--- config.mk ---
export PLATFORM = sky130hd
export DESIGN_NAME = i2c_eeprom_master
export DESIGN_NICKNAME = d
export VERILOG_FILES = /design/src/rtl/i2cee_pkg.sv /design/src/rtl/i2cee_engine.sv /design/src/rtl/i2c_eeprom_master.sv
export SDC_FILE = /design/constraint.sdc
export NUM_CORES = 1
export LEC_CHECK = 0
export BUFFER_PORTS_ARGS = -buffer_cell sky130_fd_sc_hd__buf_2
export CAP_MARGIN = 20
export CORE_MARGIN = 3
export CORE_UTILIZATION = 45
export CTS_CLUSTER_SIZE = 28
export DETAILED_ROUTE_END_ITERATION = 8
export GPL_TIMING_DRIVEN = 0
export PLACE_DENSITY = 0.6
export SLEW_MARGIN = 0
export SYNTH_ARGS = -nofsm -noshare
export SYNTH_HDL_FRONTEND = slang
export SYNTH_HIERARCHICAL = 1
export SYNTH_SLANG_ARGS = --single-unit
--- constraint.sdc ---
create_clock -name i_clk -period 4.2 [get_ports i_clk]
set_clock_uncertainty 0.2 [all_clocks]
set_input_delay 0.63 -clock i_clk [delete_from_list [all_inputs] [get_ports i_clk]]
set_output_delay 0.63 -clock i_clk [all_outputs]
set_load 0.05 [all_outputs]
--- src/rtl/i2cee_pkg.sv ---
package i2cee_pkg;

    // Default sizes, handed to the top level parameters
    localparam int PAGE_BYTES_DEF   = 8;
    localparam int MAX_READ_LEN_DEF = 128;

    // Fixed width of the byte counter, and the bit count of a byte
    localparam int BCNT_W = 8;
    localparam logic [3:0] BITS_PER_BYTE = 4'd8;

    // Configuration register indexes and reset values
    localparam logic       CFG_DEVICE_ADDRESS = 1'b0;
    localparam logic       CFG_ACK_WAIT_TICKS = 1'b1;
    localparam logic [6:0] DEVICE_ADDRESS_RST = 7'd80;
    localparam logic [3:0] ACK_WAIT_TICKS_RST = 4'd4;

    typedef enum logic [1:0] {
        ACT_TICK  = 2'd0,
        ACT_LOAD  = 2'd1,
        ACT_WRITE = 2'd2,
        ACT_READ  = 2'd3
    } t_action;

    typedef enum logic [1:0] {
        ST_OK     = 2'd0,
        ST_NO_ACK = 2'd1,
        ST_BUSY   = 2'd2
    } t_status;

    // Half-bit bus phases, one-hot
    typedef enum logic [14:0] {
        PH_IDLE     = 15'h0001,
        PH_RS_LOW   = 15'h0002,
        PH_ST_HIGH  = 15'h0004,
        PH_ST_LOW   = 15'h0008,
        PH_TX_LOW   = 15'h0010,
        PH_TX_HIGH  = 15'h0020,
        PH_ACK_LOW  = 15'h0040,
        PH_ACK_HIGH = 15'h0080,
        PH_RX_LOW   = 15'h0100,
        PH_RX_HIGH  = 15'h0200,
        PH_MA_LOW   = 15'h0400,
        PH_MA_HIGH  = 15'h0800,
        PH_SP_A     = 15'h1000,
        PH_SP_B     = 15'h2000,
        PH_SP_C     = 15'h4000
    } t_phase;

    // One input request
    typedef struct packed {
        t_action    action;
        logic       sda_in;
        logic [7:0] mem_address;
        logic [7:0] transfer_len;
        logic [2:0] buffer_slot;
        logic [7:0] data_byte;
    } t_item;

    // One result
    typedef struct packed {
        logic       scl_out;
        logic       sda_out;
        logic       busy_res;
        logic       read_valid;
        logic [7:0] read_data;
        logic [6:0] read_index;
        logic       done_res;
        t_status    status;
    } t_result;

endpackage

--- src/rtl/i2cee_engine.sv ---
module i2cee_engine #(
    parameter int PAGE_BYTES   = 8,
    parameter int MAX_READ_LEN = 128
) (
    input  logic               i_clk,
    input  logic               i_rst_n,
    input  logic               i_step,
    input  i2cee_pkg::t_item   i_item,
    input  logic [6:0]         i_device_address,
    input  logic [3:0]         i_ack_wait_ticks,
    output i2cee_pkg::t_result o_result
);
    import i2cee_pkg::*;

    localparam int MAX_LEN = (MAX_READ_LEN > PAGE_BYTES) ? MAX_READ_LEN : PAGE_BYTES;
    localparam int LEFT_W  = $clog2(MAX_LEN + 1);
    localparam int SLOT_W  = (PAGE_BYTES > 1) ? $clog2(PAGE_BYTES) : 1;

    // Transfer state
    t_phase              r_phase, n_phase;
    logic [3:0]          r_bit_count, n_bit_count;
    logic [7:0]          r_shift_byte, n_shift_byte;
    logic [BCNT_W-1:0]   r_byte_count, n_byte_count;
    logic [LEFT_W-1:0]   r_length_left, n_length_left;
    logic [7:0]          r_word_address, n_word_address;
    logic                r_is_read, n_is_read;
    logic [3:0]          r_ack_wait_count, n_ack_wait_count;
    logic                r_scl_level, n_scl_level;
    logic                r_sda_level, n_sda_level;
    logic                r_abort, n_abort;
    logic [7:0]          r_page_buffer [PAGE_BYTES];

    logic                buf_we;
    logic [SLOT_W-1:0]   buf_wr_slot;
    logic [BCNT_W-1:0]   tx_count;
    logic [SLOT_W-1:0]   tx_slot;
    logic [7:0]          tx_byte;
    logic                tx_dec;
    logic [LEFT_W-1:0]   rd_len;
    logic [LEFT_W-1:0]   wr_len;
    logic [3:0]          bit_inc;
    logic [7:0]          rx_shift;
    t_result             res;

    // Byte counter seen by the next-byte loader: after an ACK it is one ahead
    assign tx_count = (r_phase == PH_ACK_HIGH) ? (r_byte_count + BCNT_W'(1)) : r_byte_count;
    assign tx_slot  = SLOT_W'(tx_count - BCNT_W'(2));
    assign tx_dec   = (tx_count >= BCNT_W'(2)) && !r_is_read
                      && (r_length_left != LEFT_W'(0));

    // Next byte to shift out
    always_comb begin
        if (tx_count == BCNT_W'(0)) begin
            tx_byte = {i_device_address, 1'b0};
        end else if (tx_count == BCNT_W'(1)) begin
            tx_byte = r_word_address;
        end else if (r_is_read) begin
            tx_byte = {i_device_address, 1'b1};
        end else begin
            tx_byte = r_page_buffer[tx_slot];
        end
    end

    // Clamped lengths of a start request
    assign rd_len = ({1'b0, i_item.transfer_len} > 9'(MAX_READ_LEN))
                    ? LEFT_W'(MAX_READ_LEN) : LEFT_W'(i_item.transfer_len);
    assign wr_len = ({1'b0, i_item.transfer_len} > 9'(PAGE_BYTES))
                    ? LEFT_W'(PAGE_BYTES) : LEFT_W'(i_item.transfer_len);

    assign bit_inc     = r_bit_count + 4'd1;
    assign rx_shift    = {r_shift_byte[6:0], i_item.sda_in};
    assign buf_wr_slot = SLOT_W'(i_item.buffer_slot);

    // Step logic: one request against the current state
    always_comb begin
        n_phase          = r_phase;
        n_bit_count      = r_bit_count;
        n_shift_byte     = r_shift_byte;
        n_byte_count     = r_byte_count;
        n_length_left    = r_length_left;
        n_word_address   = r_word_address;
        n_is_read        = r_is_read;
        n_ack_wait_count = r_ack_wait_count;
        n_scl_level      = r_scl_level;
        n_sda_level      = r_sda_level;
        n_abort          = r_abort;
        buf_we           = 1'b0;
        res              = '0;
        res.status       = ST_OK;

        if (i_item.action != ACT_TICK) begin
            if (r_phase != PH_IDLE) begin
                res.status = ST_BUSY;
            end else if (i_item.action == ACT_LOAD) begin
                buf_we = (32'(i_item.buffer_slot) < PAGE_BYTES);
            end else begin
                n_is_read        = (i_item.action == ACT_READ);
                n_word_address   = i_item.mem_address;
                n_byte_count     = '0;
                n_bit_count      = '0;
                n_ack_wait_count = '0;
                n_abort          = 1'b0;
                if (i_item.action == ACT_READ) begin
                    n_length_left = rd_len;
                    if (rd_len == LEFT_W'(0)) begin
                        res.done_res = 1'b1;
                    end else begin
                        n_phase = PH_ST_HIGH;
                    end
                end else begin
                    n_length_left = wr_len;
                    n_phase       = PH_ST_HIGH;
                end
            end
        end else begin
            unique case (r_phase)
                PH_RS_LOW: begin
                    n_scl_level = 1'b0;
                    n_sda_level = 1'b1;
                    n_phase     = PH_ST_HIGH;
                end
                PH_ST_HIGH: begin
                    n_scl_level = 1'b1;
                    n_sda_level = 1'b1;
                    n_phase     = PH_ST_LOW;
                end
                PH_ST_LOW: begin
                    n_scl_level  = 1'b1;
                    n_sda_level  = 1'b0;
                    n_shift_byte = tx_byte;
                    n_bit_count  = '0;
                    if (tx_dec) n_length_left = r_length_left - LEFT_W'(1);
                    n_phase      = PH_TX_LOW;
                end
                PH_TX_LOW: begin
                    n_scl_level = 1'b0;
                    n_sda_level = r_shift_byte[7];
                    n_phase     = PH_TX_HIGH;
                end
                PH_TX_HIGH: begin
                    n_scl_level  = 1'b1;
                    n_shift_byte = {r_shift_byte[6:0], 1'b0};
                    n_bit_count  = bit_inc;
                    n_phase      = (bit_inc >= BITS_PER_BYTE) ? PH_ACK_LOW : PH_TX_LOW;
                end
                PH_ACK_LOW: begin
                    n_scl_level      = 1'b0;
                    n_sda_level      = 1'b1;
                    n_ack_wait_count = '0;
                    n_phase          = PH_ACK_HIGH;
                end
                PH_ACK_HIGH: begin
                    n_scl_level = 1'b1;
                    n_sda_level = 1'b1;
                    if (!i_item.sda_in) begin
                        n_byte_count = tx_count;
                        if (r_is_read) begin
                            if (tx_count == BCNT_W'(2)) begin
                                n_phase = PH_RS_LOW;
                            end else begin
                                n_byte_count = '0;
                                n_bit_count  = '0;
                                n_shift_byte = '0;
                                n_phase      = PH_RX_LOW;
                            end
                        end else if (tx_count >= BCNT_W'(2)
                                     && r_length_left == LEFT_W'(0)) begin
                            n_phase = PH_SP_A;
                        end else begin
                            n_shift_byte = tx_byte;
                            n_bit_count  = '0;
                            if (tx_dec) n_length_left = r_length_left - LEFT_W'(1);
                            n_phase      = PH_TX_LOW;
                        end
                    end else if (r_ack_wait_count < i_ack_wait_ticks) begin
                        n_ack_wait_count = r_ack_wait_count + 4'd1;
                    end else begin
                        n_abort = 1'b1;
                        n_phase = PH_SP_A;
                    end
                end
                PH_RX_LOW: begin
                    n_scl_level = 1'b0;
                    n_sda_level = 1'b1;
                    n_phase     = PH_RX_HIGH;
                end
                PH_RX_HIGH: begin
                    n_scl_level  = 1'b1;
                    n_sda_level  = 1'b1;
                    n_shift_byte = rx_shift;
                    n_bit_count  = bit_inc;
                    if (bit_inc >= BITS_PER_BYTE) begin
                        res.read_valid = 1'b1;
                        res.read_data  = rx_shift;
                        res.read_index = r_byte_count[6:0];
                        if (r_length_left != LEFT_W'(0)) begin
                            n_length_left = r_length_left - LEFT_W'(1);
                        end
                        n_phase = PH_MA_LOW;
                    end else begin
                        n_phase = PH_RX_LOW;
                    end
                end
                PH_MA_LOW: begin
                    // NACK the last byte, ACK the others
                    n_scl_level = 1'b0;
                    n_sda_level = (r_length_left == LEFT_W'(0));
                    n_phase     = PH_MA_HIGH;
                end
                PH_MA_HIGH: begin
                    n_scl_level = 1'b1;
                    if (r_length_left == LEFT_W'(0)) begin
                        n_phase = PH_SP_A;
                    end else begin
                        n_byte_count = r_byte_count + BCNT_W'(1);
                        n_bit_count  = '0;
                        n_shift_byte = '0;
                        n_phase      = PH_RX_LOW;
                    end
                end
                PH_SP_A: begin
                    n_scl_level = 1'b0;
                    n_sda_level = 1'b0;
                    n_phase     = PH_SP_B;
                end
                PH_SP_B: begin
                    n_scl_level = 1'b1;
                    n_sda_level = 1'b0;
                    n_phase     = PH_SP_C;
                end
                PH_SP_C: begin
                    n_scl_level  = 1'b1;
                    n_sda_level  = 1'b1;
                    n_phase      = PH_IDLE;
                    res.done_res = 1'b1;
                    res.status   = r_abort ? ST_NO_ACK : ST_OK;
                end
                default: begin
                    n_phase     = PH_IDLE;
                    n_scl_level = 1'b1;
                    n_sda_level = 1'b1;
                end
            endcase
        end

        res.scl_out  = n_scl_level;
        res.sda_out  = n_sda_level;
        res.busy_res = (n_phase != PH_IDLE);
    end

    assign o_result = res;

    // State registers
    always_ff @(posedge i_clk) begin
        if (!i_rst_n) begin
            r_phase          <= PH_IDLE;
            r_bit_count      <= '0;
            r_shift_byte     <= '0;
            r_byte_count     <= '0;
            r_length_left    <= '0;
            r_word_address   <= '0;
            r_is_read        <= 1'b0;
            r_ack_wait_count <= '0;
            r_scl_level      <= 1'b1;
            r_sda_level      <= 1'b1;
            r_abort          <= 1'b0;
        end else if (i_step) begin
            r_phase          <= n_phase;
            r_bit_count      <= n_bit_count;
            r_shift_byte     <= n_shift_byte;
            r_byte_count     <= n_byte_count;
            r_length_left    <= n_length_left;
            r_word_address   <= n_word_address;
            r_is_read        <= n_is_read;
            r_ack_wait_count <= n_ack_wait_count;
            r_scl_level      <= n_scl_level;
            r_sda_level      <= n_sda_level;
            r_abort          <= n_abort;
        end
    end

    // Page buffer, no reset
    always_ff @(posedge i_clk) begin
        if (i_step && buf_we) begin
            r_page_buffer[buf_wr_slot] <= i_item.data_byte;
        end
    end

endmodule

--- src/rtl/i2c_eeprom_master.sv ---
// Channel   Direction  Handshake                Payload
// in        input      i_in_valid / o_in_ready  action, sda_in, mem_address, transfer_len,
//                                               buffer_slot, data_byte
// out       output     o_out_valid / i_out_ready scl_out, sda_out, busy_res, read_valid,
//                                               read_data, read_index, done_res, status
// cfg       input      i_cfg_valid / o_cfg_ready cfg_index, cfg_data
//
// One request per clock sustained while the result channel is not stalled; a result passes
// the input register, then the step logic into the result register.
// The bus state updates once per request, in the cycle it leaves the input register.
// Reset (synchronous, active low) returns the bus to idle with both lines released.
// A stalled result holds the output register; the input register still takes a request
// while it is empty, and input ready drops only when both registers are full.
module i2c_eeprom_master #(
    parameter int PAGE_BYTES   = i2cee_pkg::PAGE_BYTES_DEF,
    parameter int MAX_READ_LEN = i2cee_pkg::MAX_READ_LEN_DEF
) (
    input  logic       i_clk,
    input  logic       i_rst_n,
    // request channel
    input  logic       i_in_valid,
    output logic       o_in_ready,
    input  logic [1:0] i_action,
    input  logic       i_sda_in,
    input  logic [7:0] i_mem_address,
    input  logic [7:0] i_transfer_len,
    input  logic [2:0] i_buffer_slot,
    input  logic [7:0] i_data_byte,
    // result channel
    output logic       o_out_valid,
    input  logic       i_out_ready,
    output logic       o_scl_out,
    output logic       o_sda_out,
    output logic       o_busy_res,
    output logic       o_read_valid,
    output logic [7:0] o_read_data,
    output logic [6:0] o_read_index,
    output logic       o_done_res,
    output logic [1:0] o_status,
    // configuration channel
    input  logic       i_cfg_valid,
    output logic       o_cfg_ready,
    input  logic       i_cfg_index,
    input  logic [6:0] i_cfg_data
);
    import i2cee_pkg::*;

    logic       r_in_valid;
    t_item      r_in;
    logic       r_out_valid;
    t_result    r_out;
    logic [6:0] r_device_address;
    logic [3:0] r_ack_wait_ticks;

    logic       step;
    t_result    step_result;

    // Input register advances when the result register is free or being drained
    assign step       = r_in_valid && (!r_out_valid || i_out_ready);
    assign o_in_ready = !r_in_valid || step;

    always_ff @(posedge i_clk) begin
        if (!i_rst_n) begin
            r_in_valid <= 1'b0;
        end else if (i_in_valid && o_in_ready) begin
            r_in_valid <= 1'b1;
        end else if (step) begin
            r_in_valid <= 1'b0;
        end
    end

    always_ff @(posedge i_clk) begin
        if (i_in_valid && o_in_ready) begin
            r_in.action       <= t_action'(i_action);
            r_in.sda_in       <= i_sda_in;
            r_in.mem_address  <= i_mem_address;
            r_in.transfer_len <= i_transfer_len;
            r_in.buffer_slot  <= i_buffer_slot;
            r_in.data_byte    <= i_data_byte;
        end
    end

    // Configuration registers
    assign o_cfg_ready = 1'b1;

    always_ff @(posedge i_clk) begin
        if (!i_rst_n) begin
            r_device_address <= DEVICE_ADDRESS_RST;
            r_ack_wait_ticks <= ACK_WAIT_TICKS_RST;
        end else if (i_cfg_valid && o_cfg_ready) begin
            unique case (i_cfg_index)
                CFG_DEVICE_ADDRESS: r_device_address <= i_cfg_data;
                CFG_ACK_WAIT_TICKS: r_ack_wait_ticks <= i_cfg_data[3:0];
                default: ;
            endcase
        end
    end

    // Bus sequencer
    i2cee_engine #(
        .PAGE_BYTES   (PAGE_BYTES),
        .MAX_READ_LEN (MAX_READ_LEN)
    ) u_engine (
        .i_clk            (i_clk),
        .i_rst_n          (i_rst_n),
        .i_step           (step),
        .i_item           (r_in),
        .i_device_address (r_device_address),
        .i_ack_wait_ticks (r_ack_wait_ticks),
        .o_result         (step_result)
    );

    // Result register
    always_ff @(posedge i_clk) begin
        if (!i_rst_n) begin
            r_out_valid <= 1'b0;
        end else if (step) begin
            r_out_valid <= 1'b1;
        end else if (i_out_ready) begin
            r_out_valid <= 1'b0;
        end
    end

    always_ff @(posedge i_clk) begin
        if (step) begin
            r_out <= step_result;
        end
    end

    assign o_out_valid  = r_out_valid;
    assign o_scl_out    = r_out.scl_out;
    assign o_sda_out    = r_out.sda_out;
    assign o_busy_res   = r_out.busy_res;
    assign o_read_valid = r_out.read_valid;
    assign o_read_data  = r_out.read_data;
    assign o_read_index = r_out.read_index;
    assign o_done_res   = r_out.done_res;
    assign o_status     = r_out.status;

endmodule
==> impl_metrics.py <==
metrics = {
    "die": {
        "die_h_um": 146,
        "fp.dieW_um": 146,
        "die_area_um2": 21400,
        "start_util_pct": 46.6,
        "io_pins": 68,
        "core_um2": 19000,
        "rows": 50,
    },
    "cts": {
        "clockRootBuffer": "clkbuf_16",
        "cts_made_buffers": 17,
        "htree_levels": 4,
        "clk_path_buf_depth": 2,
        "cts_hold_buf": 0,
        "numClockSinks": 188,
        "path_clk_slew_ns": 0.08,
        "cts_tree": "yes",
        "insertion_delay_ns": 0.44,
    },
    "routing": {
        "wire_per_inst_um": 20.3,
        "via_per_inst": 5.85,
        "drt_iter0_drc": 563,
        "postRouteAntennaNets": 0,
        "drc": 0,
        "wl_um": 23600,
        "dr.pass1.iters": 5,
        "vias": 6790,
    },
    "synthesis": {
        "synth_warnings": 6,
        "synth.distinct_cells": 76,
        "synth_ff_type": "edfxtp_1",
        "avgSynthCellArea_um2": 11.1,
        "synth_seq_cells": 188,
        "synthCells": 797,
        "syn_nets": 847,
        "syn_area_um2": 8870,
        "yosysSeqAreaShare_pct": 55.5,
        "synth_edf_count": 116,
        "synthArstFlopShare_pct": 0,
    },
    "power_and_ir_drop": {
        "max-vdd-ir-drop_v": 0.000288,
        "power_leakage_nw": 3.79,
        "power_density_nw_per_um2": 387,
    },
    "worst_setup_path": {
        "critPathRequiredTime_ns": 4.36,
        "regToRegEndpoint": "u_engine/r_shift_byte[2]",
        "arrival_ns": 4.25,
        "end_kind": "flop",
        "worstReg2RegStart": "u_engine/r_byte_count[1]",
        "criticalPathCategory": "flop to flop",
        "crit_path_max_fanout": 10,
        "start_kind": "flop",
        "rrSetupSlack_ns": 0.12,
        "reg2reg_depth": 10,
    },
    "timing": {
        "finalSetupTns_ns": 0,
        "relSlewSlack_pct": 35.1,
        "post-route-period-util_pct": 97.2,
        "timing.final.crit_period_ns": 4.08,
        "worstMarginPinSlew_ns": 0.969,
        "finalHoldViolations": 0,
        "slew_viol_final": 0,
        "rsz0062_at_grt": "true",
        "setup_violations": 0,
        "fmax_mhz": 245,
    },
    "layout": {
        "num-fill-cells": 1682,
        "multi_input_area_um2": 3760,
        "instances_no_fill": 1161,
        "register_area_um2": 4920,
        "stdcell_area_um2": 10300,
        "drive_gt1_share_pct": 18.4,
        "area_delta_synth_final_pct": 16.5,
        "final_common_cell": "edfxtp_1",
        "final_cell_mix": "edfxtp_1, nand2_1, dfxtp_1, buf_2",
        "fin_util_pct": 54.3,
        "antenna_cells": 0,
        "nets": 938,
    },
    "placement": {
        "place_area_um2": 9580,
        "hpwl_um": 17000,
        "numPlacedInstances": 1126,
        "portBuffers": 65,
        "place.gp.congestion": 0.900,
    },
    "grt": {
        "grt_pass1_vias": 6531,
        "grt_max_degree": 28,
        "antenna_found_initial": 1,
        "gr-usage-all-layers_pct": 21.7,
        "grt_overflow": 0,
        "grt_pass1_wl_um": 36300,
    },
    "worst_hold_path": {
        "timing.hold.worst.class": "primary input to flop",
        "min_from": "i_transfer_len[0]",
        "holdPathStages": 1,
        "min_to": "r_in[11]",
    },
    "outcome": {
        "outcome": "completed",
    },
    "flow_run": {
        "maxCapViolations": 0,
    },
}
[worst max path at each step]
stage	startpoint	to	slack, ns	cells past startpoint
after floorplan	o_out_valid	u_engine/r_page_buffer[1][0]	0.42	6
after global placement	i_out_ready	u_engine/r_page_buffer[1][5]	-1.25	7
after detailed placement	u_engine/r_phase[8]	u_engine/r_shift_byte[6]	-0.34	10
after CTS	u_engine/r_phase[8]	u_engine/r_shift_byte[0]	0.04	8
after global routing	u_engine/r_byte_count[1]	u_engine/r_shift_byte[2]	-0.03	10
final	u_engine/r_byte_count[1]	u_engine/r_shift_byte[2]	0.12	10
[registers in the layout, indices dropped and copies added, names as in the netlist, 2 cells and up]
register                   flops
o_status                       2
o_read_index                   7
u_engine/r_length_left         8
o_read_data                    8
r_device_address               7
r_ack_wait_ticks               4
u_engine/r_word_address        8
u_engine/r_shift_byte          8
u_engine/r_phase              15
u_engine/r_byte_count          8
r_in                          30
u_engine/r_bit_count           4
u_engine/r_ack_wait_count      4
u_engine/r_page_buffer        64
[synth_stat cells (6+ instances only)]
master,number,area share (%)
and3_1,8,0.56
nand3_1,20,1.1
nand3b_1,8,0.68
inv_1,21,0.89
clkbuf_1,33,1.4
nand2_1,81,3.4
nand4_1,17,1.2
ha_1,7,0.99
dfxtp_1,72,16
nor2b_1,23,1.6
o211ai_1,6,0.51
nor3_1,16,0.90
mux4_2,12,3.0
or3_1,8,0.56
mux2i_1,41,4.6
o21ai_0,47,2.7
nor4_1,6,0.42
or4_1,6,0.51
a31oi_1,9,0.63
a21oi_1,23,1.3
a22oi_1,6,0.51
and2_1,23,1.6
nor2_1,47,2.0
nand2b_1,7,0.49
edfxtp_1,116,39
a21boi_0,14,1.2
[worst max-delay path, cell delays in order (launching register included)]
cell and delay (ns):
dfxtp_1 0.52, ha_1 0.31, or4b_2 0.64, nor4_4 0.28
xnor2_1 0.46, buf_2 0.44, mux2i_1 0.13, mux4_2 0.52
nor3b_1 0.28, a21oi_1 0.08, a21oi_1 0.15
[kinds of logic after synthesis]
family / share of synthesized area, %
flip-flops: 55.5
AO/OA/AOI/OAI: 13.1
multiplexers: 7.93
other: 0.0423
buffers and inverters: 3.26
AND/OR/NAND/NOR: 18.5
adder cells (fa/ha/maj): 1.10
XOR/XNOR: 0.579
[metrics by stage]
| stage | setup WS, ns | total power [W] | hold WS, ns |
|---|---|---|---|
| 6_report | 0.119 | 0.00400 | 0.162 |
| 5_1_grt | -0.0279 | 0.00414 | 0.132 |
| 4_1_cts | 0.0376 | 0.00403 | 0.141 |
| 3_5_place_dp | -0.338 | 0.00236 | 0.258 |
| 3_3_place_gp | -1.25 | 0.00235 | 0.250 |
| 2_1_floorplan | 0.419 | 0.00225 | 0.231 |
[cell type report]
type                    count  area share, %
flip-flops and latches    188           47.7
repair buffers             72           3.85
inverters                  21          0.763
clock inverters            15           2.01
multi-input cells         542           36.4
well taps                 260           3.15
plain buffers              46           2.07
clock buffers              17           4.12
[what timing repair did]
action                                  4_1_cts  5_1_grt
pin swaps                                     0        2
endpoints found under the setup margin       16       19
buffers inserted                              0        3
resized for setup                             3       12
[power by group]
part / switching, W / internal, W / total [W]
Sequential: 0.0000311 / 0.00200 / 0.00203
Clock: 0.000802 / 0.000872 / 0.00167
Combinational: 0.000195 / 0.0000934 / 0.000288
Total: 0.00103 / 0.00297 / 0.00400
[routing by layer]
layer	share of wire (%)	wire length (um)	up-vias	GRT usage [%]
met5	0.051	12	-	0
met4	1.7	395	2	6.68
met2	48	11300	248	35.2
met1	45	10500	3319	29.7
li1	-	-	3196	-
met3	5.7	1350	25	4.44
No activity file was read; power rests on OpenSTA's default activity.
